[config.mk]
export PLATFORM = sky130hd
export DESIGN_NAME = base64_stream_codec
export DESIGN_NICKNAME = d
export VERILOG_FILES = /design/src/rtl/b64sc_pkg.sv /design/src/rtl/base64_stream_codec.sv /design/src/rtl/b64sc_step.sv /design/src/rtl/b64sc_obuf.sv
export SDC_FILE = /design/constraint.sdc
export NUM_CORES = 1
export LEC_CHECK = 0
export BUFFER_PORTS_ARGS = -buffer_cell sky130_fd_sc_hd__buf_4
export CAP_MARGIN = 40
export CORE_ASPECT_RATIO = 0.5
export CORE_MARGIN = 10
export CORE_UTILIZATION = 42
export CTS_BUF_LIST = sky130_fd_sc_hd__clkbuf_4 sky130_fd_sc_hd__clkbuf_8
export DETAILED_ROUTE_END_ITERATION = 16
export PLACE_DENSITY = 0.57
export SYNTH_ARGS = -nofsm -noshare
export SYNTH_HDL_FRONTEND = slang
export SYNTH_SLANG_ARGS = --single-unit
[constraint.sdc]
create_clock -name clk -period 7.6 [get_ports clk]
set_clock_uncertainty 0.2 [all_clocks]
set_input_delay 0.38 -clock clk [delete_from_list [all_inputs] [get_ports clk]]
set_output_delay 0.38 -clock clk [all_outputs]
set_load 0.02 [all_outputs]
[src/rtl/b64sc_pkg.sv]
// shared types, character constants and alphabet functions of the base64 codec
// no dependencies
package b64sc_pkg;

  // register indexes on the configuration port
  localparam logic [1:0] REG_DIRECTION = 2'd0;
  localparam logic [1:0] REG_CHAR_62   = 2'd1;
  localparam logic [1:0] REG_CHAR_63   = 2'd2;
  localparam logic [1:0] REG_PAD_CHAR  = 2'd3;

  localparam logic DIR_ENCODE = 1'b0;
  localparam logic DIR_DECODE = 1'b1;

  localparam logic [7:0] CH_UPPER_A = 8'h41;
  localparam logic [7:0] CH_UPPER_Z = 8'h5a;
  localparam logic [7:0] CH_LOWER_A = 8'h61;
  localparam logic [7:0] CH_LOWER_Z = 8'h7a;
  localparam logic [7:0] CH_DIGIT_0 = 8'h30;
  localparam logic [7:0] CH_DIGIT_9 = 8'h39;
  localparam logic [7:0] CH_PLUS    = 8'h2b;
  localparam logic [7:0] CH_SLASH   = 8'h2f;
  localparam logic [7:0] CH_EQUALS  = 8'h3d;

  typedef struct packed {
    logic       dir;
    logic [7:0] c62;
    logic [7:0] c63;
    logic [7:0] pad;
  } cfg_t;

  // results of one input item
  typedef struct packed {
    logic [2:0]         n;
    logic [3:0][7:0]    data;
    logic [3:0]         last;
    logic               bad;
  } res_t;

  function automatic logic [7:0] enc_char(logic [5:0] v, logic [7:0] c62, logic [7:0] c63);
    logic [7:0] r;
    if (v < 6'd26) begin
      r = 8'(CH_UPPER_A + {2'b00, v});
    end else if (v < 6'd52) begin
      r = 8'(CH_LOWER_A + {2'b00, v} - 8'd26);
    end else if (v < 6'd62) begin
      r = 8'(CH_DIGIT_0 + {2'b00, v} - 8'd52);
    end else if (v == 6'd62) begin
      r = c62;
    end else begin
      r = c63;
    end
    return r;
  endfunction

  // bit 6 set marks an invalid character
  function automatic logic [6:0] dec_value(logic [7:0] ch, logic [7:0] c62, logic [7:0] c63);
    logic [6:0] r;
    if (ch == c63) begin
      r = 7'd63;
    end else if (ch == c62) begin
      r = 7'd62;
    end else if (ch inside {[CH_UPPER_A:CH_UPPER_Z]}) begin
      r = 7'(ch - CH_UPPER_A);
    end else if (ch inside {[CH_LOWER_A:CH_LOWER_Z]}) begin
      r = 7'(ch - CH_LOWER_A + 8'd26);
    end else if (ch inside {[CH_DIGIT_0:CH_DIGIT_9]}) begin
      r = 7'(ch - CH_DIGIT_0 + 8'd52);
    end else if (ch == CH_PLUS) begin
      r = 7'd62;
    end else if (ch == CH_SLASH) begin
      r = 7'd63;
    end else begin
      r = 7'd64;
    end
    return r;
  endfunction

endpackage

[src/rtl/base64_stream_codec.sv]
// top level of the message-framed base64 codec: configuration registers,
// input register, group logic and result buffer; depends on b64sc_pkg,
// b64sc_step and b64sc_obuf
//
//  channel  | direction | payload
//  s_axis   | in        | tdata = in_byte[7:0], tlast = in_last
//  m_axis   | out       | tdata = out_byte[7:0], tlast = out_last, tuser = bad_input
//  cfg      | in        | cfg_index selects register, cfg_data[7:0] written when cfg_we
//
// an item leaves the input register once the result buffer is empty or on its
// last transfer, and a new input transfer is taken in that same cycle; results
// pass through the input register and the result buffer and leave at one output
// transfer per cycle while m_tready stays high; an encode group of three bytes gives
// four output transfers and a decode group of four characters up to three
// rst (synchronous) restores the default alphabet, encode mode and empty state
// a stalled output keeps the item in the input register until the buffer frees
module base64_stream_codec (
  input  logic       clk,
  input  logic       rst,
  input  logic       s_tvalid,
  output logic       s_tready,
  input  logic [7:0] s_tdata,   // in_byte[7:0]
  input  logic       s_tlast,
  output logic       m_tvalid,
  input  logic       m_tready,
  output logic [7:0] m_tdata,   // out_byte[7:0]
  output logic       m_tlast,
  output logic       m_tuser,   // bad_input
  input  logic       cfg_we,
  input  logic [1:0] cfg_index,
  input  logic [7:0] cfg_data
);

  b64sc_pkg::cfg_t cfg;
  b64sc_pkg::res_t res;

  logic       in_valid;
  logic [7:0] in_byte;
  logic       in_last;
  logic       can_load;
  logic       advance;
  logic       dir_write;

  // configuration registers
  always_ff @(posedge clk) begin
    if (rst) begin
      cfg.dir <= b64sc_pkg::DIR_ENCODE;
      cfg.c62 <= b64sc_pkg::CH_PLUS;
      cfg.c63 <= b64sc_pkg::CH_SLASH;
      cfg.pad <= b64sc_pkg::CH_EQUALS;
    end else if (cfg_we) begin
      case (cfg_index)
        b64sc_pkg::REG_DIRECTION: cfg.dir <= cfg_data[0];
        b64sc_pkg::REG_CHAR_62:   cfg.c62 <= cfg_data;
        b64sc_pkg::REG_CHAR_63:   cfg.c63 <= cfg_data;
        b64sc_pkg::REG_PAD_CHAR:  cfg.pad <= cfg_data;
        default: ;
      endcase
    end
  end

  // a direction write drops any partial message
  assign dir_write = cfg_we && (cfg_index == b64sc_pkg::REG_DIRECTION);

  // input register: item moves on once the result buffer can take its results
  assign advance  = in_valid && can_load;
  assign s_tready = !in_valid || can_load;

  always_ff @(posedge clk) begin
    if (rst) begin
      in_valid <= 1'b0;
    end else if (s_tvalid && s_tready) begin
      in_valid <= 1'b1;
    end else if (advance) begin
      in_valid <= 1'b0;
    end
  end

  always_ff @(posedge clk) begin
    if (s_tvalid && s_tready) begin
      in_byte <= s_tdata;
      in_last <= s_tlast;
    end
  end

  b64sc_step u_step (
    .clk     (clk),
    .rst     (rst),
    .clear   (dir_write),
    .load    (advance),
    .in_byte (in_byte),
    .in_last (in_last),
    .cfg     (cfg),
    .res     (res)
  );

  b64sc_obuf u_obuf (
    .clk      (clk),
    .rst      (rst),
    .load     (advance),
    .res      (res),
    .can_load (can_load),
    .m_tvalid (m_tvalid),
    .m_tready (m_tready),
    .m_tdata  (m_tdata),
    .m_tlast  (m_tlast),
    .m_tuser  (m_tuser)
  );

  // a held item that cannot move on keeps its contents
  a_hold_item: assert property (@(posedge clk) disable iff (rst)
    (in_valid && !can_load) |=> (in_valid && $stable(in_byte) && $stable(in_last)))
    else $error("input register lost a waiting item");

endmodule

[src/rtl/b64sc_step.sv]
// group state and per-item encode / decode logic of the base64 codec
// depends on b64sc_pkg
module b64sc_step (
  input  logic              clk,
  input  logic              rst,
  input  logic              clear,
  input  logic              load,
  input  logic [7:0]        in_byte,
  input  logic              in_last,
  input  b64sc_pkg::cfg_t   cfg,
  output b64sc_pkg::res_t   res
);

  logic [23:0] group_bits, group_bits_next;
  logic [1:0]  group_count, group_count_next;
  logic [1:0]  pad_seen, pad_seen_next;
  logic        error_sticky, error_sticky_next;

  logic [1:0]  epos, held;
  logic [23:0] ebits, eshift;
  logic [6:0]  dv;
  logic        bad_ch, is_pad, bad4, err;
  logic [1:0]  pads;
  logic [23:0] dbits, dshift;
  logic [1:0]  nb;

  always_comb begin
    res              = '0;
    group_bits_next  = group_bits;
    group_count_next = group_count;
    pad_seen_next    = pad_seen;
    error_sticky_next = error_sticky;

    // encode side
    epos = (group_count > 2'd2) ? 2'd2 : group_count;
    case (epos)
      2'd0:    eshift = {in_byte, 16'h0};
      2'd1:    eshift = {8'h0, in_byte, 8'h0};
      default: eshift = {16'h0, in_byte};
    endcase
    ebits = group_bits | eshift;
    held  = 2'(epos + 2'd1);

    // decode side
    dv     = b64sc_pkg::dec_value(in_byte, cfg.c62, cfg.c63);
    bad_ch = dv[6];
    is_pad = (in_byte == cfg.pad);
    case (group_count)
      2'd0:    dshift = {dv[5:0], 18'h0};
      2'd1:    dshift = {6'h0, dv[5:0], 12'h0};
      default: dshift = {12'h0, dv[5:0], 6'h0};
    endcase
    bad4  = bad_ch;
    pads  = (in_last && is_pad) ? (pad_seen[0] ? 2'd2 : 2'd1) : 2'd0;
    err   = error_sticky || (bad4 && pads == 2'd0) || (pad_seen[1] && pads != 2'd2);
    dbits = group_bits | ((!bad4 && pads == 2'd0) ? {18'h0, dv[5:0]} : 24'h0);
    nb    = 2'(2'd3 - pads);

    if (cfg.dir == b64sc_pkg::DIR_ENCODE) begin
      if (held != 2'd3 && !in_last) begin
        group_bits_next  = ebits;
        group_count_next = held;
      end else begin
        res.n       = 3'd4;
        res.data[0] = b64sc_pkg::enc_char(ebits[23:18], cfg.c62, cfg.c63);
        res.data[1] = b64sc_pkg::enc_char(ebits[17:12], cfg.c62, cfg.c63);
        res.data[2] = (held >= 2'd2) ? b64sc_pkg::enc_char(ebits[11:6], cfg.c62, cfg.c63)
                                     : cfg.pad;
        res.data[3] = (held == 2'd3) ? b64sc_pkg::enc_char(ebits[5:0], cfg.c62, cfg.c63)
                                     : cfg.pad;
        res.last[3] = in_last;
        group_bits_next   = '0;
        group_count_next  = '0;
        pad_seen_next     = '0;
        error_sticky_next = 1'b0;
      end
    end else if (in_last && group_count != 2'd3) begin
      // length not a multiple of four
      res.n       = 3'd1;
      res.last[0] = 1'b1;
      res.bad     = 1'b1;
      group_bits_next   = '0;
      group_count_next  = '0;
      pad_seen_next     = '0;
      error_sticky_next = 1'b0;
    end else if (group_count != 2'd3) begin
      if (group_count == 2'd2) begin
        pad_seen_next = {bad_ch, is_pad};
      end else if (bad_ch) begin
        error_sticky_next = 1'b1;
      end
      if (!bad_ch) begin
        group_bits_next = group_bits | dshift;
      end
      group_count_next = 2'(group_count + 2'd1);
    end else begin
      group_bits_next  = '0;
      group_count_next = '0;
      pad_seen_next    = '0;
      if (err) begin
        if (in_last) begin
          res.n       = 3'd1;
          res.last[0] = 1'b1;
          res.bad     = 1'b1;
          error_sticky_next = 1'b0;
        end else begin
          error_sticky_next = 1'b1;
        end
      end else begin
        res.n       = {1'b0, nb};
        res.data[0] = dbits[23:16];
        res.data[1] = dbits[15:8];
        res.data[2] = dbits[7:0];
        res.last[nb - 2'd1] = in_last;
        error_sticky_next = 1'b0;
      end
    end
  end

  always_ff @(posedge clk) begin
    if (rst || clear) begin
      group_bits   <= '0;
      group_count  <= '0;
      pad_seen     <= '0;
      error_sticky <= 1'b0;
    end else if (load) begin
      group_bits   <= group_bits_next;
      group_count  <= group_count_next;
      pad_seen     <= pad_seen_next;
      error_sticky <= error_sticky_next;
    end
  end

  // encode groups close at three bytes, so a full count only arises in decode
  a_enc_count: assert property (@(posedge clk) disable iff (rst)
    (cfg.dir == b64sc_pkg::DIR_ENCODE) |-> (group_count != 2'd3))
    else $error("encode group count reached three");

endmodule

[src/rtl/b64sc_obuf.sv]
// result buffer of the base64 codec: holds the results of one item and gives one
// transfer a cycle while m_tready is high; depends on b64sc_pkg
module b64sc_obuf (
  input  logic              clk,
  input  logic              rst,
  input  logic              load,
  input  b64sc_pkg::res_t   res,
  output logic              can_load,
  output logic              m_tvalid,
  input  logic              m_tready,
  output logic [7:0]        m_tdata,
  output logic              m_tlast,
  output logic              m_tuser
);

  logic [2:0]      cnt;
  logic [1:0]      idx;
  logic [3:0][7:0] data;
  logic [3:0]      last;
  logic            bad;
  logic            take;

  assign m_tvalid = (cnt != 3'd0);
  assign take     = m_tvalid && m_tready;
  assign can_load = (cnt == 3'd0) || (cnt == 3'd1 && m_tready);
  assign m_tdata  = data[idx];
  assign m_tlast  = last[idx];
  assign m_tuser  = bad;

  always_ff @(posedge clk) begin
    if (rst) begin
      cnt <= '0;
      idx <= '0;
    end else if (load && res.n != 3'd0) begin
      cnt <= res.n;
      idx <= '0;
    end else if (take) begin
      cnt <= 3'(cnt - 3'd1);
      idx <= 2'(idx + 2'd1);
    end
  end

  always_ff @(posedge clk) begin
    if (load && res.n != 3'd0) begin
      data <= res.data;
      last <= res.last;
      bad  <= res.bad;
    end
  end

  a_cnt_range: assert property (@(posedge clk) disable iff (rst)
    cnt <= 3'd4)
    else $error("result count above four");

  a_bad_final: assert property (@(posedge clk) disable iff (rst)
    (m_tvalid && m_tuser) |-> (m_tlast && m_tdata == 8'h00 && cnt == 3'd1))
    else $error("error result not a single zero final transfer");

  a_no_overrun: assert property (@(posedge clk) disable iff (rst)
    (load && res.n != 3'd0) |-> can_load)
    else $error("results loaded over pending ones");

endmodule
==> run summary <==
The run finished with clean final reports. After the first detailed-routing iteration, the DRC count stood at 952. For the final-report hold violation count, the log shows 0. TritonCTS built the clock tree. The largest single stage delay on the critical path is 720 ps. The wire length per cell after detailed routing works out to 23.5 µm.

The worst-case reg-to-reg path depth was 11; the net count of the finished layout was 1,091. Walking the worst path, the cells encountered are inv_1 > ha_1 > a21oi_1 > inv_1 > ha_1 > nand3_1 > nand2_1 > o22ai_1 > o21ai_0 > o21ai_0 > a22o_1. Detailed routing inserted a total of 7,939 vias. The minimum setup slack among reg-to-reg paths was 2820 ps.

The worst setup path is launched from a flip-flop. The initial antenna violation count came out at 0. In this run the tool buffered the top-level ports with 35 buffer cells.

The multi-input combinational cells in the finished layout cover a total of 0.00533 mm². The largest vdd supply drop is 117 µV. At the pin with the least slew margin, the transition time is 948 ps. Clock tree synthesis selected as its root buffer the cell clkbuf_8.

The max-slew violation total from the final report was 0; the footprint of the flip-flops and latches was 0.00258 mm². The critical path capture point type was a flip-flop. The analysis attributes to cell leakage a power of 0.00358 µW. The via count of the first global-routing pass is 7,411.

After detailed routing, the total wire length is 30,200 µm. Class of the most critical hold timing path: input port to flip-flop. The most area-hungry cell type in the Yosys netlist is edfxtp_1. Power spread over the standard cell area amounts to 267 mW/mm².

Summing the sequential cell areas from Yosys gives 30.6% of the chip area. The total global-route track usage was 22.6%. The critical path's slowest cell is a21oi_1. The count of warnings emitted by yosys is 0, and the layout filler cell count is 1,925. The commonest cells after synthesis are nand2_1 (107), a21oi_1 (82), nor2_1 (76).

Setup repair after global routing left no endpoint under its margin. The relative slew slack is 36.7%, and the horizontal die dimension is 220 µm. The die covers 0.0265 mm².

The synthesized design contains 46 enable-type register cells. Gates resized during post-CTS repair numbered 0. Using the TritonRoute via totals, the vias-per-cell ratio works out to 6.19. The height of the die came out at 120 µm. In this run the number of H-tree levels came out at 3. Clock-pin slew was measured on the worst setup and hold paths at 120 ps. Yosys instantiated no cell more often than nand2_1.

Clock latency on the worst-skew pair, taken at its later pin, is 420 ps. Largest fanout on the critical path: 18. The wire-length estimate of the detail-placed layout is 23,000 µm. Worst hold path stage count: 3.

Once detail routing completed, the nets flagged for antenna violations numbered 0. The total iterations of the first detailed-routing run is 5, and the clock tree buffer depth is 2. At the end of routability-driven placement, the weighted congestion stood at 1.00. The tools report the number of placement rows as 36. The area growth from synthesis to layout came out at 9.24%. The run gives 0 as the global route total overflow. For the number of instances in the synthesized netlist, the log shows 1,002. After synthesis, the share of flip-flops with an asynchronous set or reset is 0%. Entering global routing, the biggest net connects 35 pins. By area the synthesized netlist is led by edfxtp_1 (16%), dfxtp_1 (14%), ha_1 (8.2%). In the final timing run, aggregate negative setup slack is 0 ps.

The synthesized netlist contains 78 unique library cells. Among all flip-flop cells after synthesis, the most frequent one is dfxtp_1. Setup violations remaining at the end of the flow were counted as 0. The critical path class was flip-flop to flip-flop. For the maximum clock frequency, the log shows 0.209 GHz. The first-pass GRT wire length was 45,700 µm; the number of buffers created by CTS was 9. After detailed routing, the number of remaining DRC violations is 0.

In this run the post-CTS setup repair buffer count came out at 0. The tools report the area of the placeable core as 0.0196 mm². The tool flagged a number of max-cap violations equal to 0.

The total nets after synthesis is 1,081, and the minimum clock period after layout is 4780 ps. The synthesized area per cell came out at 8.42 µm². The synthesized flop and latch total came out at 106. The share of the synthesized area in the top cell type is 16.4%. The total design power is 2460 µW.

Data on the critical path is required at its endpoint by 7670 ps. The number of top-level pins was 36; the initial cell density of the core was 43.0%. The ratio of final minimum period to clock period works out to 62.9%. The sink count of the clock tree is 106. The proportion of layout cells with a drive suffix above 1 came out at 10.8%. The cell area after technology mapping is 0.00843 mm². The logs give 4850 ps for the endpoint arrival time on the critical path and 0 for the count of antenna diodes in the layout.
[kinds of logic after synthesis]
kind of cell	Yosys count	synth area share, %
compound gates	315	25.6
xor+xnor	58	6.02
fa+ha+maj	55	8.16
buf+inv	118	6.13
flops	106	30.6
mux	32	5.22
simple gates	318	18.2
[final timing paths]
| kind | startpoint | endpoint |
|---|---|---|
| min | cfg_data[0] | cfg[8] |
| min reg2reg | u_step.group_bits[12] | u_step.group_bits[12] |
| max | u_step.group_count[1] | u_obuf.data[23] |
| max reg2reg | u_step.group_count[1] | u_obuf.data[23] |
[placed cells by master (no fill, tap or decap), types with 10 or more instances in the layout]
cell,count
nand2_1,107
a31oi_1,20
xor2_1,33
nor2b_1,13
buf_4,44
inv_1,50
nand3b_1,11
nand3_1,30
a21o_1,15
a211oi_1,20
xnor2_1,25
clkbuf_8,13
o21ai_0,60
dlygate4sd3_1,15
mux2i_1,17
dfxtp_1,60
nor2_1,76
a21oi_1,82
o211ai_1,14
ha_1,55
nor3_1,23
a22o_1,10
nand2b_1,10
edfxtp_1,46
[per-layer routing]
layer | track usage (%) | vias up | part of all wire (%)
li1 | - | 3676 | -
met3 | 10.0 | 34 | 14
met1 | 31.6 | 3769 | 45
met4 | 5.19 | 0 | 1.5
met2 | 30.8 | 460 | 39
met5 | 0 | - | 0
[metrics by stage]
stage               cells  utilization (%)  hold slack, ps  worst slack [ps]  instance area, µm²
finish               1283             47.0            34.3              2820                9210
global route         1283             47.0            26.7              2640                9210
CTS                  1283             47.0            13.9              3050                9210
detailed placement   1252             45.2             291              3100                8860
global placement     1246             44.7             295              3140                8770
floorplan            1002                -             245              4010                8430
[sequential cells by signal, summed over array words and instances, names as in the netlist, 2 cells and up]
signal / cells
u_obuf.last: 4
u_step.pad_seen: 2
in_byte: 8
u_step.group_count: 2
u_obuf.idx: 2
u_obuf.data: 32
cfg: 25
u_step.group_bits: 24
u_obuf.cnt: 3
[repair_timing]
action	4_1_cts	5_1_grt
setup endpoints to repair	0	0
hold buffers	15	0
endpoints found under the hold margin	18	0
[worst max-delay path: cells and delay by family (launching register included)]
family / cells / cell delay, ps
compound gates: 5 / 1980
fa+ha+maj: 2 / 860
flops: 1 / 670
simple gates: 2 / 510
buf+inv: 2 / 400
[where the power goes]
| group | internal [µW] | switching (µW) | leakage, µW |
|---|---|---|---|
| Sequential | 697 | 106 | 0.000919 |
| Combinational | 480 | 806 | 0.00256 |
| Clock | 156 | 210 | 0.000107 |
| Total | 1330 | 1120 | 0.00358 |
[final cells by class]
cell class                 count  share of cell area, %
clock inverter                 3                  0.231
sequential                   106                   28.0
tap                          266                   3.61
inverter                      54                   2.20
clock buffer                  13                   1.94
timing repair buffer          63                   6.08
multi-input combinational    778                   57.9
Power figures use the tool's default switching activity.
